[src/fnrzi_pkg.sv]
// Shared types and constants for the framed 4B5B / NRZI encoder.
package fnrzi_pkg;

  localparam int CODE_W     = 5;
  localparam int CODES_PER  = 5;
  localparam int TAB_N      = 17;
  localparam int SYNC_IDX   = 16;
  localparam int WIDE_REG_W = CODE_W * CODES_PER;
  localparam int TAIL_REG_W = 2 * CODE_W;
  localparam int CFG_IDX_W  = 3;
  localparam int BYTE_W     = 8;
  localparam int NIB_W      = 4;
  localparam int LEVEL_W    = 2;

  localparam int FIFO_DEPTH = 4;
  localparam int FIFO_PTR_W = $clog2(FIFO_DEPTH);
  localparam int FIFO_CNT_W = $clog2(FIFO_DEPTH + 1);

  localparam int BIT_CNT_W  = 3;
  localparam logic [BIT_CNT_W-1:0] BITS_PER_SYM = BIT_CNT_W'(CODE_W);

  localparam logic [WIDE_REG_W-1:0] RST_CODES_0_4   = 25'd11194686;
  localparam logic [WIDE_REG_W-1:0] RST_CODES_5_9   = 25'd20528587;
  localparam logic [WIDE_REG_W-1:0] RST_CODES_10_14 = 25'd30272246;
  localparam logic [TAIL_REG_W-1:0] RST_CODES_15_SY = 10'd1021;

  localparam logic [LEVEL_W-1:0] LEVEL_SILENCE = 2'd2;

  typedef enum logic [CFG_IDX_W-1:0] {
    CFG_CODES_0_4   = 3'd0,
    CFG_CODES_5_9   = 3'd1,
    CFG_CODES_10_14 = 3'd2,
    CFG_CODES_15_SY = 3'd3
  } cfg_reg_t;

  // Symbol slots of one data byte, in line order.
  typedef enum logic [2:0] {
    STEP_PREAMBLE  = 3'd0,
    STEP_SYNC_HEAD = 3'd1,
    STEP_HIGH      = 3'd2,
    STEP_LOW       = 3'd3,
    STEP_TRAIL     = 3'd4,
    STEP_SYNC_TAIL = 3'd5
  } step_t;

  // One queued symbol: what the serializer needs to put it on the line.
  typedef struct packed {
    logic              silence;
    logic              set_low;
    logic              last;
    logic [CODE_W-1:0] code;
  } sym_t;

endpackage

[src/fnrzi_front.sv]
// Front end: config code table, item intake and symbol generation.
module fnrzi_front (
  input  logic                                clk,
  input  logic                                rst_n,
  input  logic                                cfg_valid,
  output logic                                cfg_ready,
  input  logic [fnrzi_pkg::CFG_IDX_W-1:0]     cfg_index,
  input  logic [fnrzi_pkg::WIDE_REG_W-1:0]    cfg_data,
  input  logic                                in_valid,
  output logic                                in_ready,
  input  logic                                in_opcode,
  input  logic [fnrzi_pkg::BYTE_W-1:0]        in_data_byte,
  input  logic                                in_first_of_packet,
  input  logic                                in_last_of_packet,
  output logic                                sym_valid,
  input  logic                                sym_ready,
  output fnrzi_pkg::sym_t                     sym_data
);

  logic [fnrzi_pkg::WIDE_REG_W-1:0] codes_0_4_r, codes_5_9_r, codes_10_14_r;
  logic [fnrzi_pkg::TAIL_REG_W-1:0] codes_15_sy_r;
  logic [fnrzi_pkg::CODE_W-1:0]     code_tab [fnrzi_pkg::TAB_N];

  logic                         busy_r, busy_nxt;
  logic                         idle_r;
  logic [fnrzi_pkg::BYTE_W-1:0] byte_r;
  fnrzi_pkg::step_t             step_r, step_nxt, end_r;

  logic accept, push, done;

  assign cfg_ready = 1'b1;

  always_ff @(posedge clk) begin
    if (!rst_n) begin
      codes_0_4_r   <= fnrzi_pkg::RST_CODES_0_4;
      codes_5_9_r   <= fnrzi_pkg::RST_CODES_5_9;
      codes_10_14_r <= fnrzi_pkg::RST_CODES_10_14;
      codes_15_sy_r <= fnrzi_pkg::RST_CODES_15_SY;
    end else if (cfg_valid) begin
      unique case (cfg_index)
        fnrzi_pkg::CFG_CODES_0_4:   codes_0_4_r   <= cfg_data;
        fnrzi_pkg::CFG_CODES_5_9:   codes_5_9_r   <= cfg_data;
        fnrzi_pkg::CFG_CODES_10_14: codes_10_14_r <= cfg_data;
        fnrzi_pkg::CFG_CODES_15_SY: codes_15_sy_r <= cfg_data[fnrzi_pkg::TAIL_REG_W-1:0];
        default: ;
      endcase
    end
  end

  always_comb begin
    for (int k = 0; k < fnrzi_pkg::CODES_PER; k++) begin
      code_tab[k]      = codes_0_4_r[k*fnrzi_pkg::CODE_W +: fnrzi_pkg::CODE_W];
      code_tab[k + 5]  = codes_5_9_r[k*fnrzi_pkg::CODE_W +: fnrzi_pkg::CODE_W];
      code_tab[k + 10] = codes_10_14_r[k*fnrzi_pkg::CODE_W +: fnrzi_pkg::CODE_W];
    end
    code_tab[15] = codes_15_sy_r[fnrzi_pkg::CODE_W-1:0];
    code_tab[16] = codes_15_sy_r[fnrzi_pkg::TAIL_REG_W-1:fnrzi_pkg::CODE_W];
  end

  assign push     = busy_r & sym_ready;
  assign done     = push & (idle_r | (step_r == end_r));
  assign in_ready = ~busy_r | done;
  assign accept   = in_valid & in_ready;

  always_comb begin
    busy_nxt = busy_r;
    step_nxt = step_r;
    if (accept) begin
      busy_nxt = 1'b1;
      step_nxt = in_first_of_packet ? fnrzi_pkg::STEP_PREAMBLE : fnrzi_pkg::STEP_HIGH;
    end else if (done) begin
      busy_nxt = 1'b0;
    end else if (push) begin
      step_nxt = fnrzi_pkg::step_t'(step_r + 3'd1);
    end
  end

  always_ff @(posedge clk) begin
    if (!rst_n) begin
      busy_r <= 1'b0;
      step_r <= fnrzi_pkg::STEP_HIGH;
    end else begin
      busy_r <= busy_nxt;
      step_r <= step_nxt;
    end
  end

  always_ff @(posedge clk) begin
    if (accept) begin
      idle_r <= in_opcode;
      byte_r <= in_data_byte;
      end_r  <= in_last_of_packet ? fnrzi_pkg::STEP_SYNC_TAIL : fnrzi_pkg::STEP_LOW;
    end
  end

  always_comb begin
    sym_data.silence = idle_r;
    sym_data.set_low = 1'b0;
    sym_data.last    = idle_r | (step_r == end_r);
    unique case (step_r)
      fnrzi_pkg::STEP_PREAMBLE: begin
        sym_data.code    = '0;
        sym_data.set_low = 1'b1;
      end
      fnrzi_pkg::STEP_SYNC_HEAD: sym_data.code = code_tab[fnrzi_pkg::SYNC_IDX];
      fnrzi_pkg::STEP_HIGH:      sym_data.code = code_tab[{1'b0, byte_r[7:4]}];
      fnrzi_pkg::STEP_LOW:       sym_data.code = code_tab[{1'b0, byte_r[3:0]}];
      fnrzi_pkg::STEP_TRAIL:     sym_data.code = code_tab[0];
      fnrzi_pkg::STEP_SYNC_TAIL: sym_data.code = code_tab[fnrzi_pkg::SYNC_IDX];
      default:                   sym_data.code = '0;
    endcase
  end

  assign sym_valid = busy_r;

endmodule

[src/fnrzi_fifo.sv]
// Short symbol queue between the front end and the serializer.
module fnrzi_fifo (
  input  logic            clk,
  input  logic            rst_n,
  input  logic            wr_valid,
  output logic            wr_ready,
  input  fnrzi_pkg::sym_t wr_data,
  output logic            rd_valid,
  input  logic            rd_ready,
  output fnrzi_pkg::sym_t rd_data
);

  fnrzi_pkg::sym_t                   mem_r [fnrzi_pkg::FIFO_DEPTH];
  logic [fnrzi_pkg::FIFO_PTR_W-1:0]  wr_ptr_r, rd_ptr_r;
  logic [fnrzi_pkg::FIFO_CNT_W-1:0]  cnt_r, cnt_nxt;
  logic                              wr_en, rd_en;

  assign wr_ready = (cnt_r != fnrzi_pkg::FIFO_CNT_W'(fnrzi_pkg::FIFO_DEPTH));
  assign rd_valid = (cnt_r != '0);
  assign wr_en    = wr_valid & wr_ready;
  assign rd_en    = rd_valid & rd_ready;
  assign rd_data  = mem_r[rd_ptr_r];

  always_comb begin
    cnt_nxt = cnt_r;
    if (wr_en && !rd_en) cnt_nxt = cnt_r + 1'b1;
    else if (!wr_en && rd_en) cnt_nxt = cnt_r - 1'b1;
  end

  always_ff @(posedge clk) begin
    if (!rst_n) begin
      wr_ptr_r <= '0;
      rd_ptr_r <= '0;
      cnt_r    <= '0;
    end else begin
      if (wr_en) wr_ptr_r <= wr_ptr_r + 1'b1;
      if (rd_en) rd_ptr_r <= rd_ptr_r + 1'b1;
      cnt_r <= cnt_nxt;
    end
  end

  always_ff @(posedge clk) begin
    if (wr_en) mem_r[wr_ptr_r] <= wr_data;
  end

endmodule

[src/fnrzi_back.sv]
// Serializer: shifts symbols out MSB first through NRZI into the output register.
module fnrzi_back (
  input  logic                          clk,
  input  logic                          rst_n,
  input  logic                          sym_valid,
  output logic                          sym_ready,
  input  fnrzi_pkg::sym_t               sym_data,
  output logic                          out_valid,
  input  logic                          out_ready,
  output logic [fnrzi_pkg::LEVEL_W-1:0] out_line_level,
  output logic                          out_last_of_run
);

  logic                               busy_r, busy_nxt;
  logic [fnrzi_pkg::CODE_W-1:0]       shift_r;
  logic [fnrzi_pkg::BIT_CNT_W-1:0]    cnt_r;
  logic                               sil_r, set_low_r, last_r;
  logic                               level_r;
  logic                               out_valid_r;
  logic [fnrzi_pkg::LEVEL_W-1:0]      out_level_r;
  logic                               out_last_r;

  logic adv, load, final_bit, base_level, bit_level;

  assign adv       = busy_r & (~out_valid_r | out_ready);
  assign final_bit = (cnt_r == 3'd1);
  assign sym_ready = ~busy_r | (adv & final_bit);
  assign load      = sym_valid & sym_ready;

  // preamble forces the level low before its first bit
  assign base_level = (set_low_r && cnt_r == fnrzi_pkg::BITS_PER_SYM) ? 1'b0 : level_r;
  assign bit_level  = base_level ^ shift_r[fnrzi_pkg::CODE_W-1];

  always_comb begin
    busy_nxt = busy_r;
    if (load) busy_nxt = 1'b1;
    else if (adv && final_bit) busy_nxt = 1'b0;
  end

  always_ff @(posedge clk) begin
    if (!rst_n) begin
      busy_r      <= 1'b0;
      cnt_r       <= '0;
      level_r     <= 1'b0;
      out_valid_r <= 1'b0;
    end else begin
      busy_r <= busy_nxt;
      if (load) cnt_r <= sym_data.silence ? 3'd1 : fnrzi_pkg::BITS_PER_SYM;
      else if (adv) cnt_r <= cnt_r - 1'b1;
      if (adv && !sil_r) level_r <= bit_level;
      if (adv) out_valid_r <= 1'b1;
      else if (out_ready) out_valid_r <= 1'b0;
    end
  end

  always_ff @(posedge clk) begin
    if (load) begin
      shift_r   <= sym_data.code;
      sil_r     <= sym_data.silence;
      set_low_r <= sym_data.set_low;
      last_r    <= sym_data.last;
    end else if (adv) begin
      shift_r <= {shift_r[fnrzi_pkg::CODE_W-2:0], 1'b0};
    end
    if (adv) begin
      out_level_r <= sil_r ? fnrzi_pkg::LEVEL_SILENCE : {1'b0, bit_level};
      out_last_r  <= last_r & final_bit;
    end
  end

  assign out_valid       = out_valid_r;
  assign out_line_level  = out_level_r;
  assign out_last_of_run = out_last_r;

  a_cnt_range: assert property (@(posedge clk) disable iff (!rst_n)
    busy_r |-> (cnt_r != '0) && (cnt_r <= fnrzi_pkg::BITS_PER_SYM))
    else $error("bit count out of range while busy");

  a_silence_one_bit: assert property (@(posedge clk) disable iff (!rst_n)
    (busy_r && sil_r) |-> (cnt_r == 3'd1))
    else $error("silence symbol spans more than one beat");

  a_silence_last: assert property (@(posedge clk) disable iff (!rst_n)
    (out_valid_r && out_level_r == fnrzi_pkg::LEVEL_SILENCE) |-> out_last_r)
    else $error("silence beat not marked last");

endmodule

[src/framed_4b5b_nrzi_encoder.sv]
// An accepted item is registered in the front end; its symbols pass through the queue
// and the serializer shift register into the output register. The single serializer
// bit per cycle, held while out_ready is low, sets the rate; intake runs ahead via a
// 4-deep queue.
// Reset: synchronous active-low; restores the default FDDI code table, clears
// the queue and sets the internal NRZI level low.
module framed_4b5b_nrzi_encoder (
  input  logic                             clk,
  input  logic                             rst_n,
  input  logic                             cfg_valid,
  output logic                             cfg_ready,
  input  logic [fnrzi_pkg::CFG_IDX_W-1:0]  cfg_index,
  input  logic [fnrzi_pkg::WIDE_REG_W-1:0] cfg_data,
  input  logic                             in_valid,
  output logic                             in_ready,
  input  logic                             in_opcode,
  input  logic [fnrzi_pkg::BYTE_W-1:0]     in_data_byte,
  input  logic                             in_first_of_packet,
  input  logic                             in_last_of_packet,
  output logic                             out_valid,
  input  logic                             out_ready,
  output logic [fnrzi_pkg::LEVEL_W-1:0]    out_line_level,
  output logic                             out_last_of_run
);

  logic            f2q_valid, f2q_ready, q2b_valid, q2b_ready;
  fnrzi_pkg::sym_t f2q_data, q2b_data;

  fnrzi_front u_front (
    .clk                (clk),
    .rst_n              (rst_n),
    .cfg_valid          (cfg_valid),
    .cfg_ready          (cfg_ready),
    .cfg_index          (cfg_index),
    .cfg_data           (cfg_data),
    .in_valid           (in_valid),
    .in_ready           (in_ready),
    .in_opcode          (in_opcode),
    .in_data_byte       (in_data_byte),
    .in_first_of_packet (in_first_of_packet),
    .in_last_of_packet  (in_last_of_packet),
    .sym_valid          (f2q_valid),
    .sym_ready          (f2q_ready),
    .sym_data           (f2q_data)
  );

  fnrzi_fifo u_fifo (
    .clk      (clk),
    .rst_n    (rst_n),
    .wr_valid (f2q_valid),
    .wr_ready (f2q_ready),
    .wr_data  (f2q_data),
    .rd_valid (q2b_valid),
    .rd_ready (q2b_ready),
    .rd_data  (q2b_data)
  );

  fnrzi_back u_back (
    .clk             (clk),
    .rst_n           (rst_n),
    .sym_valid       (q2b_valid),
    .sym_ready       (q2b_ready),
    .sym_data        (q2b_data),
    .out_valid       (out_valid),
    .out_ready       (out_ready),
    .out_line_level  (out_line_level),
    .out_last_of_run (out_last_of_run)
  );

endmodule
[config.mk]
export PLATFORM = sky130hd
export DESIGN_NAME = framed_4b5b_nrzi_encoder
export DESIGN_NICKNAME = d
export VERILOG_FILES = /design/src/fnrzi_pkg.sv /design/src/fnrzi_front.sv /design/src/fnrzi_fifo.sv /design/src/fnrzi_back.sv /design/src/framed_4b5b_nrzi_encoder.sv
export SDC_FILE = /design/constraint.sdc
export NUM_CORES = 1
export LEC_CHECK = 0
export ABC_AREA = 1
export BUFFER_PORTS_ARGS = -buffer_cell sky130_fd_sc_hd__buf_2
export CAP_MARGIN = 20
export CORE_ASPECT_RATIO = 2
export CORE_MARGIN = 3
export CORE_UTILIZATION = 60
export DETAILED_ROUTE_END_ITERATION = 12
export PLACE_DENSITY = 0.81
export SYNTH_ARGS = -nofsm -noshare
export SYNTH_HDL_FRONTEND = slang
export SYNTH_SLANG_ARGS = --single-unit
[constraint.sdc]
create_clock -name clk -period 3.3 [get_ports clk]
set_input_delay 0.66 -clock clk [delete_from_list [all_inputs] [get_ports clk]]
set_output_delay 0.66 -clock clk [all_outputs]
set_load 0.005 [all_outputs]
Word-level counts from Yosys, hierarchy flattened
Memory sizes are Yosys's and may differ from the RTL's. A register that Yosys moved wholly into a read port is not among the register bits.
Cells that the tools add are included.
{"block": "word_totals", "register_bits": 125, "latchBits": 0, "ram_bits": 32, "rom_bits": 0, "in_bits": 44, "out_inout_bits": 6, "wordCells": 117, "n_memories": 1}
{"memory": "u_fifo.mem_r", "words": 4, "word_bits": 8, "rd": 1, "rd_ports_with_merged_regs": 1, "wr": 1, "line_no": "fnrzi_fifo.sv:13", "source": "fnrzi_pkg::sym_t mem_r [fnrzi_pkg::FIFO_DEPTH];"}
{"block": "op_classes", "addsub": 6, "multipliers": 0, "div": 0, "n_lt_le_gt_ge": 2, "n_eq_ne": 13, "shifts": 0, "n_mux": 32, "n_bitwise": 17, "n_reduce_logical": 23}
{"cell": "5-bit binary-select mux with 5-bit select", "count": 2}
{"cell": "5-bit two-way mux", "count": 6}
{"cell": "3-bit two-way mux", "count": 9}
{"cell": "5-bit case mux with 4 select lines", "count": 1}
{"cell": "3-bit by 2-bit equality test with 1-bit output, second input constant", "count": 4}
{"cell": "6-bit greater-or-equal comparator, second input constant", "count": 2}
{"cell": "4-bit NOT with 6-bit output", "count": 2}
{"cell": "2-bit nonzero test", "count": 6}
{"cell": "1-bit two-way mux", "count": 10}
{"cell": "2-bit AND reduction", "count": 5}
{"cell": "3-bit by 1-bit equality test with 1-bit output, second input constant", "count": 3}
{"cell": "3-bit equality test, second input constant", "count": 3}
{"cell": "2-bit two-way mux", "count": 4}
{"cell": "1-bit bitwise AND", "count": 7}
{"cell": "3-bit by 1-bit adder with 3-bit output, second input constant", "count": 2}
{"cell": "3-bit logical NOT", "count": 2}
{"cell": "3-bit by 1-bit subtractor with 3-bit output, second input constant", "count": 2}
{"cell": "1-bit logical AND", "count": 5}
{"cell": "2-bit by 1-bit adder with 2-bit output, second input constant", "count": 2}
{"cell": "1-bit OR", "count": 4}
{"cell": "3-bit equality test", "count": 1}
{"cell": "1-bit logical NOT", "count": 3}
{"cell": "3-bit != test, second input constant", "count": 1}
{"cell": "1-bit NOT", "count": 3}
{"cell": "4 further kinds", "count": 4}

Depth between registers and ports, before layout
Gate-level depths: netlist of the first run.
{"block": "logic_depth", "ltp_word": 9, "mapped_depth": 12}

By module
A second synthesis of the first run with hierarchy kept.
{"block": "hier_totals", "cells_unflattened": 1026, "area_unflattened_um2": 7908.8}
{"module": "fnrzi_front", "instances": 1, "cells_each": 809, "area_each_um2": 5467.7}
{"module": "fnrzi_fifo", "instances": 1, "cells_each": 144, "area_each_um2": 1687.9}
{"module": "fnrzi_back", "instances": 1, "cells_each": 73, "area_each_um2": 753.2}

Worst setup path after synthesis of the first run
OpenSTA, ideal clock, no wires.
{"block": "synth_timing", "path_type": "input to register", "startpoint": "input out_ready", "endpoint": "register u_fifo.cnt_r[2] (netlist bit)", "setup_time_ns": 0.122, "arrival_ns": 2.138, "required_time_ns": 3.178, "path_slack_ns": 1.040, "path_stages": 12, "n_path_buf": 0, "cell_sequence": "inv_1 nand2_1 nand2_1 o21ai_1 nand2_2 ha_1 inv_1 fa_1 a21oi_1 o21ai_0 o21ai_0 a21oi_1"}
{"block": "synth_via", "elab_chain_len": 8, "elab_cells_between_ends": 10, "cone_classes": "mux: 1; bitwise: 5; reduce/logical: 4"}
{"item": "start, declared", "line_no": "framed_4b5b_nrzi_encoder.sv:21", "source": "input logic out_ready,"}
{"item": "1-bit OR *", "line_no": "fnrzi_back.sv:25", "source": "assign adv = busy_r & (~out_valid_r | out_ready);"}
{"item": "1-bit bitwise AND *", "line_no": "fnrzi_back.sv:25"}
{"item": "1-bit bitwise AND *", "line_no": "fnrzi_back.sv:27", "source": "assign sym_ready = ~busy_r | (adv & final_bit);"}
{"item": "1-bit OR *", "line_no": "fnrzi_back.sv:27"}
{"item": "1-bit bitwise AND *", "line_no": "fnrzi_fifo.sv:21", "source": "assign rd_en = rd_valid & rd_ready;"}
{"item": "1-bit logical NOT", "line_no": "fnrzi_fifo.sv:26", "source": "if (wr_en && !rd_en) cnt_nxt = cnt_r + 1'b1;"}
{"item": "1-bit logical AND", "line_no": "fnrzi_fifo.sv:26"}
{"item": "3-bit two-way mux or 2-bit nonzero test (tied branches)"}
{"item": "end signal, assigned", "line_no": "fnrzi_fifo.sv:38", "source": "cnt_r <= cnt_nxt;"}
{"item": "end, declared", "line_no": "fnrzi_fifo.sv:15", "source": "logic [fnrzi_pkg::FIFO_CNT_W-1:0] cnt_r, cnt_nxt;"}
Mark *: on every way between the ends. The rest lies on a longest branch, timed or not.
A chain may end at the register's enable or synchronous reset.

Final worst setup path of the first run
{"block": "layout_timing", "startpoint": "register u_fifo.cnt_r[0] (netlist bit)", "endpoint": "output in_ready"}
{"block": "layout_via", "elab_chain_len": 4}
{"item": "3-bit != test", "line_no": "fnrzi_fifo.sv:18", "source": "assign wr_ready = (cnt_r != fnrzi_pkg::FIFO_CNT_W'(fnrzi_pkg::FIFO_DEPTH));"}
{"item": "1-bit bitwise AND"}
{"item": "named net u_fifo.wr_en", "line_no": "fnrzi_fifo.sv:16", "source": "logic wr_en, rd_en;"}
{"item": "1-bit bitwise AND", "line_no": "fnrzi_front.sv:61", "source": "assign done = push & (idle_r | (step_r == end_r));"}
{"item": "1-bit OR", "line_no": "fnrzi_front.sv:62", "source": "assign in_ready = ~busy_r | done;"}
{"item": "end, declared", "line_no": "framed_4b5b_nrzi_encoder.sv:15", "source": "output logic in_ready,"}
The timed path passes the listed nets, and every way through them passes these cells.

==> results.tsv, run 1 <==
metric	value	unit
p_sw_frac	0.300	
io_buffers	48	
pwr-share-comb	0.191	
final-hold-violation-count	0	
clk_pin_slew_worst_paths	0.06	ns
period_share	0.726	
final_antenna_net_count	0	
holdCritStartpoint	in_data_byte[3]	
fillers	1005	
syn_area	0.00766	mm2
worstHoldEndpoint	u_front.byte_r[3]	
maxSlewViolCount	0	
cts_buffers	17	
crit_fanout	9	
ys_seq_elements	158	
synth_nets	1053	
drc	0	
crit_path_frequent_cell	nand2_1	
overflow	0	
fin_nets	1074	
fp.dieW	85.9	um
clk_latency	0.43	ns
vias_per_cell	5.96	
placed_cell_area	0.00792	mm2
p_switching	1.70	mW
pwr-share-seq	0.434	
path_buf_inv	2	
die_y	166	um
yosys.cell_count.top_type	nand2_1	
fin_setup_tns	0	ns
layout-drive-gt1-share	0.0990	
setup_violations	0	
dp_hpwl	14200	um
hold_path_class	in2reg	
yosysSeqAreaShare	0.483	
stdcell_area	0.00856	mm2
first_pass_iters	7	
rsz0062_at_grt	false	
cts_tree	yes	
wl	20900	um
path_class	reg2out	
peakVddDrop	726	uV
synthTopCellsByCount	nand2_1, nand3_1, inv_1	
p_leak	3.74	nW
power.density	660	mW/mm2
synth-main-ff-cell	dfxtp_1	
power.internal	3.95	mW
clockRootBuffer	clkbuf_16	
max-clock-path-buffers	2	
required	2.64	ns
cts_setup_buffers	0	
power_frac_clock	0.375	
coreArea	0.0123	mm2
grt_pass1_wl	32900	um
ys_types	28	
grt_max_degree	61	
yosys.area.top_type_share	0.272	
wl_per_cell	17.7	um
cts.sinks	158	
grt_usage	0.297	
fp-row-count	57	
yosysTopAreaCell	dfxtp_1	
max_slew_margin	0.459	
reg2reg_slack	1.07	ns
fin_total_pwr	5.65	mW
critical_path.top_delay_family	simple AND/OR/NAND/NOR gates	
clock.fmax	417	MHz
slowest_delay	0.34	ns
startpoint_type	flip-flop	
fin_worst_skew	0.0114	ns
slowest_stage	dfxtp_1	
cts_resized	0	
drt_iter0_markers	513	
gp_congestion	0.884	
synth-edff-count	54	
htree_levels	4	
arrival	1.74	ns
tightestPinTransition	0.808	ns
crit_chain	nor2_1, nand2_1, nand2_2, inv_1, nand2_1, nand2_1, buf_2	
start_util	0.621	
status	completed	
synth_cells	996	
min_path_cells	1	
cap_violations	0	
antenna_found_initial	0	
areaGrowthSynthToFinish	11.7	%
r2r_end	u_fifo.cnt_r[2]	
synth.avg_cell_area	7.69	um2
whs	0.403	ns
diodes	0	
end_kind	output port	
ys_warn_count	0	
grt_pass1_vias	6726	
via_count	7015	
reg2reg_from	u_back.cnt_r[1]	
hold_buffers	0	
ios	50	
synthArstFlopShare	0	
min_period	2.40	ns
synthTopCellsByArea	dfxtp_1, edfxtp_1, nand2_1	
fp.dieArea	0.0142	mm2
reg2reg_depth	12	
## layout make-up
cell class	instances	area [um2]	share of cell area
multi-input combinational	658	3240	0.378
clock buffer	19	454	0.0531
timing repair buffer	59	335	0.0392
clock inverter	13	185	0.0216
tap	147	184	0.0215
inverter	123	462	0.0539
sequential	158	3700	0.433
## cells in the final DEF, fill, tap and decap left out, drive strengths merged, types with 19 or more instances in the layout
cell type    n
clkbuf      19
inv        121
nand2      239
o21ai       72
nor2        82
a21oi       49
edfxtp      54
o211ai      69
nand3      117
dfxtp      104
buf         59
## through the flow
step | worst slack [ns] | util | cells
4_1_cts | 0.892 | 0.694 | 1177
2_1_floorplan | 1.04 | - | 996
3_3_place_gp | 0.798 | 0.642 | 1145
5_1_grt | 0.765 | 0.694 | 1177
3_5_place_dp | 0.789 | 0.642 | 1145
6_report | 0.904 | 0.694 | 1177
## flip-flops by register name, summed over array words and instances, names as in the netlist, 3 cells and up, named ones only
| signal | count |
|---|---|
| u_fifo.mem_r | 32 |
| u_front.codes_0_4_r | 25 |
| u_front.codes_10_14_r | 25 |
| u_front.codes_5_9_r | 25 |
| u_front.codes_15_sy_r | 10 |
| u_front.byte_r | 8 |
| u_back.shift_r | 5 |
| u_back.cnt_r | 3 |
| u_fifo.cnt_r | 3 |
| u_front.step_r | 3 |
## power by group through the flow
stage	combinational, mW	clock, mW	sequential, mW
after floorplan	0.823	0	2.41
after global placement	1.03	0	2.49
after detailed placement	1.06	0	2.49
after CTS	1.07	2.12	2.45
after global routing	1.22	2.21	2.47
final	1.08	2.12	2.45
## how the worst max path moves through the flow
stage	from	end	slack, ns	cells past startpoint
after detailed placement	out_ready	u_fifo.cnt_r[2]	0.79	13
after floorplan	out_ready	u_fifo.cnt_r[2]	1.04	12
final	u_fifo.cnt_r[0]	in_ready	0.90	7
after global placement	out_ready	u_fifo.cnt_r[2]	0.80	13
after CTS	u_fifo.cnt_r[0]	in_ready	0.89	7
after global routing	u_front.step_r[1]	in_ready	0.77	9
## cell families (layout without fill, tap and decap cells)
group,count (synthesis),count (layout),share of synthesized area
AND/OR/NAND/NOR,445,445,0.244
AO/OA/AOI/OAI,196,196,0.152
flip-flops,158,158,0.483
buffers and inverters,180,214,0.0953
adder cells (fa/ha/maj),13,13,0.0222
other,1,1,0.000489
XOR/XNOR,3,3,0.00343
## per-layer routing
metal  vias up  wire length, um  global-route usage
met2       371            10800               0.524
met1      3188             7210               0.318
met3       114             1500              0.0576
met5         -                0                   0
met4         0             1340               0.177
li1       3342                -                   -
Note: power is estimated with default switching activity, not from simulation.
==> run 2, diff against run 1 <==
Settings changed: CORE_UTILIZATION 60 to 55, PLACE_DENSITY 0.81 to 0.78.
Clock period 3.3 ns to 1.95 ns, I/O delays scaled along.
==> results.tsv, run 2 (synthesis results as in run 1) <==
metric	value	unit	change
antenna_found_initial	0		unchanged
wl_met3	1410	um	was 1500 um
max_slew_margin	0.639		was 0.459
min_path_cells	1		unchanged
coreArea	0.0135	mm2	was 0.0123 mm2
clock.fmax	516	MHz	
period_share	0.994		
diodes	0		unchanged
layout-drive-gt1-share	0.144		was 0.0990
drt_iter0_markers	445		was 513
overflow	0		unchanged
fp-row-count	60		was 57
cts.sinks	158		unchanged
final_cells	1218		was 1177
final_common_cell	nand2_1		unchanged
die_y	173	um	was 166 um
cts_tree	yes		unchanged
fin_util	0.655		was 0.694
first_pass_iters	6		was 7
status	completed		unchanged
gp_congestion	0.943		was 0.884
crit_fanout	4		was 9
whs	0.125	ns	was 0.403 ns
wl	21500	um	was 20900 um
maxSlewViolCount	0		unchanged
cts_buffers	17		unchanged
areaGrowthSynthToFinish	15.5	%	was 11.7%
routedLengthMet1	7170	um	was 7210 um
wl_met2	11400	um	was 10800 um
tightestPinTransition	0.541	ns	was 0.808 ns
hold_buffers	0		unchanged
clk_latency	0.44	ns	was 0.43 ns
top_register	u_fifo.mem_r		unchanged
slowest_delay	0.35	ns	was 0.34 ns
max-clock-path-buffers	2		unchanged
clockRootBuffer	clkbuf_16		unchanged
fp.dieW	89.5	um	was 85.9 um
crit_chain	nor2_2, nand2_1, nand2_2, inv_1, buf_4, nand2_1, nand2_2, buf_2		was nor2_1, nand2_1, nand2_2, inv_1, nand2_1, nand2_1, buf_2
final_antenna_net_count	0		unchanged
largest_register_ffs	32		unchanged
hold_path_class	in2reg		unchanged
min_period	1.94	ns	
startpoint_type	flip-flop		unchanged
rsz0062_at_grt	true		was false
grt_pass1_wl	33800	um	was 32900 um
vias_per_cell	5.82		was 5.96
holdCritStartpoint	in_data_byte[0]		was in_data_byte[3]
path_class	reg2out		unchanged
peakVddDrop	716	uV	was 726 uV
start_util	0.567		was 0.621
fin_total_pwr	9.53	mW	was 5.65 mW
reg2reg_from	u_back.cnt_r[1]		unchanged
required	1.56	ns	was 2.64 ns
fp.dieArea	0.0155	mm2	was 0.0142 mm2
fin_ws	0.0113	ns	was 0.904 ns
clk_pin_slew_worst_paths	0.07	ns	was 0.06 ns
grt_pass1_vias	6824		was 6726
fillers	1137		was 1005
slowest_stage	dfxtp_1		unchanged
topRoutingLayerUsed	met4		unchanged
fin_nets	1107		was 1074
power.density	1080	mW/mm2	was 660 mW/mm2
dp_hpwl	15500	um	was 14200 um
final-hold-violation-count	0		unchanged
p_leak	3.88	nW	was 3.74 nW
htree_levels	4		unchanged
drc	0		unchanged
fin_worst_skew	0.0133	ns	was 0.0114 ns
place_inst	1181		was 1145
end_kind	output port		unchanged
grt_usage	0.288		was 0.297
crit_path_start	u_fifo.cnt_r[0]		unchanged
setup_violations	0		unchanged
arrival	1.55	ns	was 1.74 ns
pre_cts_ws	-0.0288	ns	was 0.789 ns
wl_per_cell	17.6	um	was 17.7 um
via_count	7084		was 7015
reg2reg_depth	12		unchanged
cap_violations	0		unchanged
grt_max_degree	48		was 61
ios	50		unchanged
layout_common_cells	nand2_1, nand3_1, inv_1		unchanged
io_buffers	48		unchanged
run 2: cell types whose count changed in the layout (fill, tap and decap cells not counted), sizes merged:
cell and change:
bufinv -2, clkbuf -1, clkinvlp +5, inv +4, clkinv -6, buf +33
run 2: critical path: cells and delay by family, from the launching register on:
kind | cells | cell delay (ns)
flip-flops | 1 | 0.35
buffers and inverters | 3 | 0.35
AND/OR/NAND/NOR | 5 | 0.41
run 2: path summary, 6_finish.rpt:
path                               to  slack [ns]
max                          in_ready        0.01
min                 u_front.byte_r[0]        0.13
max reg2reg           u_fifo.cnt_r[2]        0.08
min reg2reg  u_front.codes_15_sy_r[7]        0.46
run 2: final cells by class:
cell class                      count  area, um2  share of cell area
Timing Repair Buffer               92        633              0.0715
Clock inverter                     14        160              0.0181
Tap cell                          155        194              0.0219
Clock buffer                       18        429              0.0485
Inverter                          123        462              0.0521
Sequential cell                   158       3710               0.419
Multi-Input combinational cell    658       3260               0.369
run 2: metal layers:
metal | global-route usage | up-vias
met5 | 0 | -
met4 | 0.191 | 0
met3 | 0.0534 | 120
met2 | 0.499 | 326
met1 | 0.302 | 3234
li1 | - | 3404
run 2: stage by stage:
step           setup TNS (ns)  area, um2
2_1_floorplan               0       7670
3_3_place_gp         -0.00670       8200
3_5_place_dp          -0.0288       8200
4_1_cts               -0.0105       8800
5_1_grt                -0.109       8850
6_report                    0       8850
run 2: power by group:
group	switching (mW)	internal, mW
combinational	1.38	0.743
clock	1.43	1.91
sequential	0.186	3.88
total	2.99	6.54
run 2: what timing repair did:
item,CTS,global route
endpoints found under the setup margin,2,18
gates resized for setup,9,6
pin swaps,0,6
buffers inserted,0,5
==> run 3, diff against run 2 <==
Settings changed: ABC_AREA 1 to not set.
==> results.tsv, run 3 <==
metric	value	unit	change
status	finished, violations left		was completed
violations	negative setup slack		
synth_cells	702		was 996
syn_area	0.00738	mm2	was 0.00766 mm2
drt_iter0_markers	497		was 445
fp.dieArea	0.0149	mm2	was 0.0155 mm2
min_period	2.00	ns	was 1.94 ns
peakVddDrop	756	uV	was 716 uV
first_pass_iters	5		was 6
crit_fanout	4		unchanged
fin_nets	850		was 1107
hold_path_class	in2reg		unchanged
r2r_end	u_fifo.cnt_r[2]		unchanged
ys_types	51		was 28
reg2reg_slack	-0.03	ns	was 0.08 ns
fin_worst_skew	0.00752	ns	was 0.0133 ns
dp_hpwl	14300	um	was 15500 um
register_area	0.00371	mm2	about the same
wl_per_cell	21.7	um	was 17.6 um
grt_usage	0.279		was 0.288
crit_path_end	in_ready		unchanged
path_class	reg2out		unchanged
yosys.cell_count.top_type	nand2_1		unchanged
die_y	170	um	was 173 um
coreArea	0.0131	mm2	was 0.0135 mm2
via_count	6054		was 7084
htree_levels	4		unchanged
cts.sinks	158		unchanged
synthArstFlopShare	0		unchanged
ios	50		unchanged
cap_violations	0		unchanged
synth_nets	759		was 1053
max_slew_margin	0.586		was 0.639
antenna_found_initial	1		was 0
pre_cts_ws	-0.102	ns	was -0.0288 ns
grt_pass1_wl	31100	um	was 33800 um
p_leak	3.63	nW	was 3.88 nW
grt_max_degree	56		was 48
gp_congestion	0.926		was 0.943
yosysTopAreaCell	dfxtp_1		unchanged
ys_warn_count	0		unchanged
tightestPinTransition	0.622	ns	was 0.541 ns
ys_seq_elements	158		unchanged
cts_buffers	17		unchanged
top_register	u_fifo.mem_r		unchanged
required	1.56	ns	about the same
fin_ws	-0.0472	ns	was 0.0113 ns
fin_total_pwr	9.52	mW	was 9.53 mW
clockRootBuffer	clkbuf_16		unchanged
layout_common_cells	nand2_1, dfxtp_1, nand3_1		was nand2_1, nand3_1, inv_1
arrival	1.61	ns	was 1.55 ns
wl	20800	um	was 21500 um
place_inst	916		was 1181
fp.dieW	87.9	um	was 89.5 um
diodes	0		unchanged
largest_register_ffs	32		unchanged
io_buffers	48		unchanged
power.density	1060	mW/mm2	was 1080 mW/mm2
final_antenna_net_count	0		unchanged
fp-row-count	59		was 60
areaGrowthSynthToFinish	21.9	%	was 15.5%
yosysSeqAreaShare	0.502		was 0.483
placed_cell_area	0.00819	mm2	was 0.00820 mm2
synth-edff-count	54		unchanged
crit_path_start	u_fifo.cnt_r[0]		unchanged
hold_buffers	0		unchanged
period_share	1.02		was 0.994
start_util	0.565		was 0.567
clk_latency	0.43	ns	was 0.44 ns
final_common_cell	nand2_1		unchanged
cts_tree	yes		unchanged
setup_violations	10		was 0
final_cells	958		was 1218
overflow	0		unchanged
synth.avg_cell_area	10.5	um2	was 7.69 um2
vias_per_cell	6.32		was 5.82
clk_pin_slew_worst_paths	0.06	ns	was 0.07 ns
fin_util	0.689		was 0.655
max-clock-path-buffers	2		unchanged
end_kind	output port		unchanged
reg2reg_depth	8		was 12
yosys.area.top_type_share	0.282		was 0.272
maxSlewViolCount	0		unchanged
drc	0		unchanged
synth-main-ff-cell	dfxtp_1		unchanged
grt_pass1_vias	6016		was 6824
startpoint_type	flip-flop		unchanged
synthTopCellsByCount	nand2_1, dfxtp_1, nand3_1		was nand2_1, nand3_1, inv_1
clock.fmax	501	MHz	was 516 MHz
stdcell_area	0.00900	mm2	was 0.00885 mm2
synthTopCellsByArea	dfxtp_1, edfxtp_1, mux4_2		was dfxtp_1, edfxtp_1, nand2_1
rsz0062_at_grt	true		unchanged
fillers	917		was 1137
layout-drive-gt1-share	0.283		was 0.144
multiInputGateArea	0.00362	mm2	was 0.00326 mm2
final-hold-violation-count	0		unchanged
reg2reg_from	u_fifo.cnt_r[2]		was u_back.cnt_r[1]
==> run 3: cell types whose count changed after synthesis, moves of 9 or more <==
cell and delta:
mux2_2 +9, o211ai_1 -69, mux4_2 +38, inv_1 -96, mux2i_1 +32, nand2_1 -52, nor2_1 -74, o21ai_0 -69
buf_2 -17, nand3_1 -46
==> run 3: power breakdown <==
part,internal (mW),switching (mW),total [mW]
clock,1.79,1.39,3.18
sequential,3.87,0.251,4.12
combinational,1.10,1.13,2.23
==> run 3: layout make-up <==
type                            count  area share
Sequential cell                   158       0.412
Multi-Input combinational cell    482       0.402
Timing Repair Buffer              115      0.0934
Clock buffer                       19      0.0481
Tap cell                          152      0.0211
Clock inverter                     13      0.0145
Inverter                           19     0.00820
==> run 3: timing repair <==
action                                  4_1_cts  5_1_grt
resized for setup                            16       15
endpoints found under the hold margin         0        0
gates cloned                                  0        0
endpoints found under the setup margin       22       23
pin swaps                                     2        2
setup buffers                                 4        6
==> run 3: worst min path at each step <==
stage	from	endpoint	cells past startpoint
floorplan	u_front.codes_15_sy_r[5]	u_front.codes_15_sy_r[5]	2
global placement	u_front.codes_10_14_r[12]	u_front.codes_10_14_r[12]	2
detailed placement	u_front.codes_15_sy_r[8]	u_front.codes_15_sy_r[8]	2
CTS	in_data_byte[3]	u_front.byte_r[3]	1
global route	in_data_byte[3]	u_front.byte_r[3]	1
finish	in_data_byte[3]	u_front.byte_r[3]	1
==> run 3: metrics by stage <==
stage          TNS (ns)  hold slack, ns
6_report         -0.210           0.133
5_1_grt           -1.24           0.120
4_1_cts          -0.177           0.126
3_5_place_dp     -0.856           0.457
3_3_place_gp     -0.135           0.454
2_1_floorplan   -0.0155           0.441
==> run 3: per-layer routing <==
metal,vias up,routed length (um),track usage
met5,-,0,0
met4,0,1300,0.166
met3,108,1280,0.0460
met2,355,11500,0.504
met1,2890,6690,0.292
li1,2701,-,-
==> run 3: cells by family after synthesis <==
logic type               count (synthesis)  share of synthesized area
AND/OR/NAND/NOR                        295                      0.176
flip-flops                             158                      0.502
multiplexers                            83                      0.179
AO/OA/AOI/OAI                           82                     0.0730
buffers and inverters                   62                     0.0371
adder cells (fa/ha/maj)                 13                     0.0230
XOR/XNOR                                 8                    0.00949
other                                    1                   0.000508
==> run 3: worst max-delay path, cell delays in order, from the launching register on <==
cell      delay (ns)
dfxtp_2         0.33
or3b_4          0.40
buf_6           0.14
a21boi_4        0.12
nand2_1         0.07
buf_2           0.12
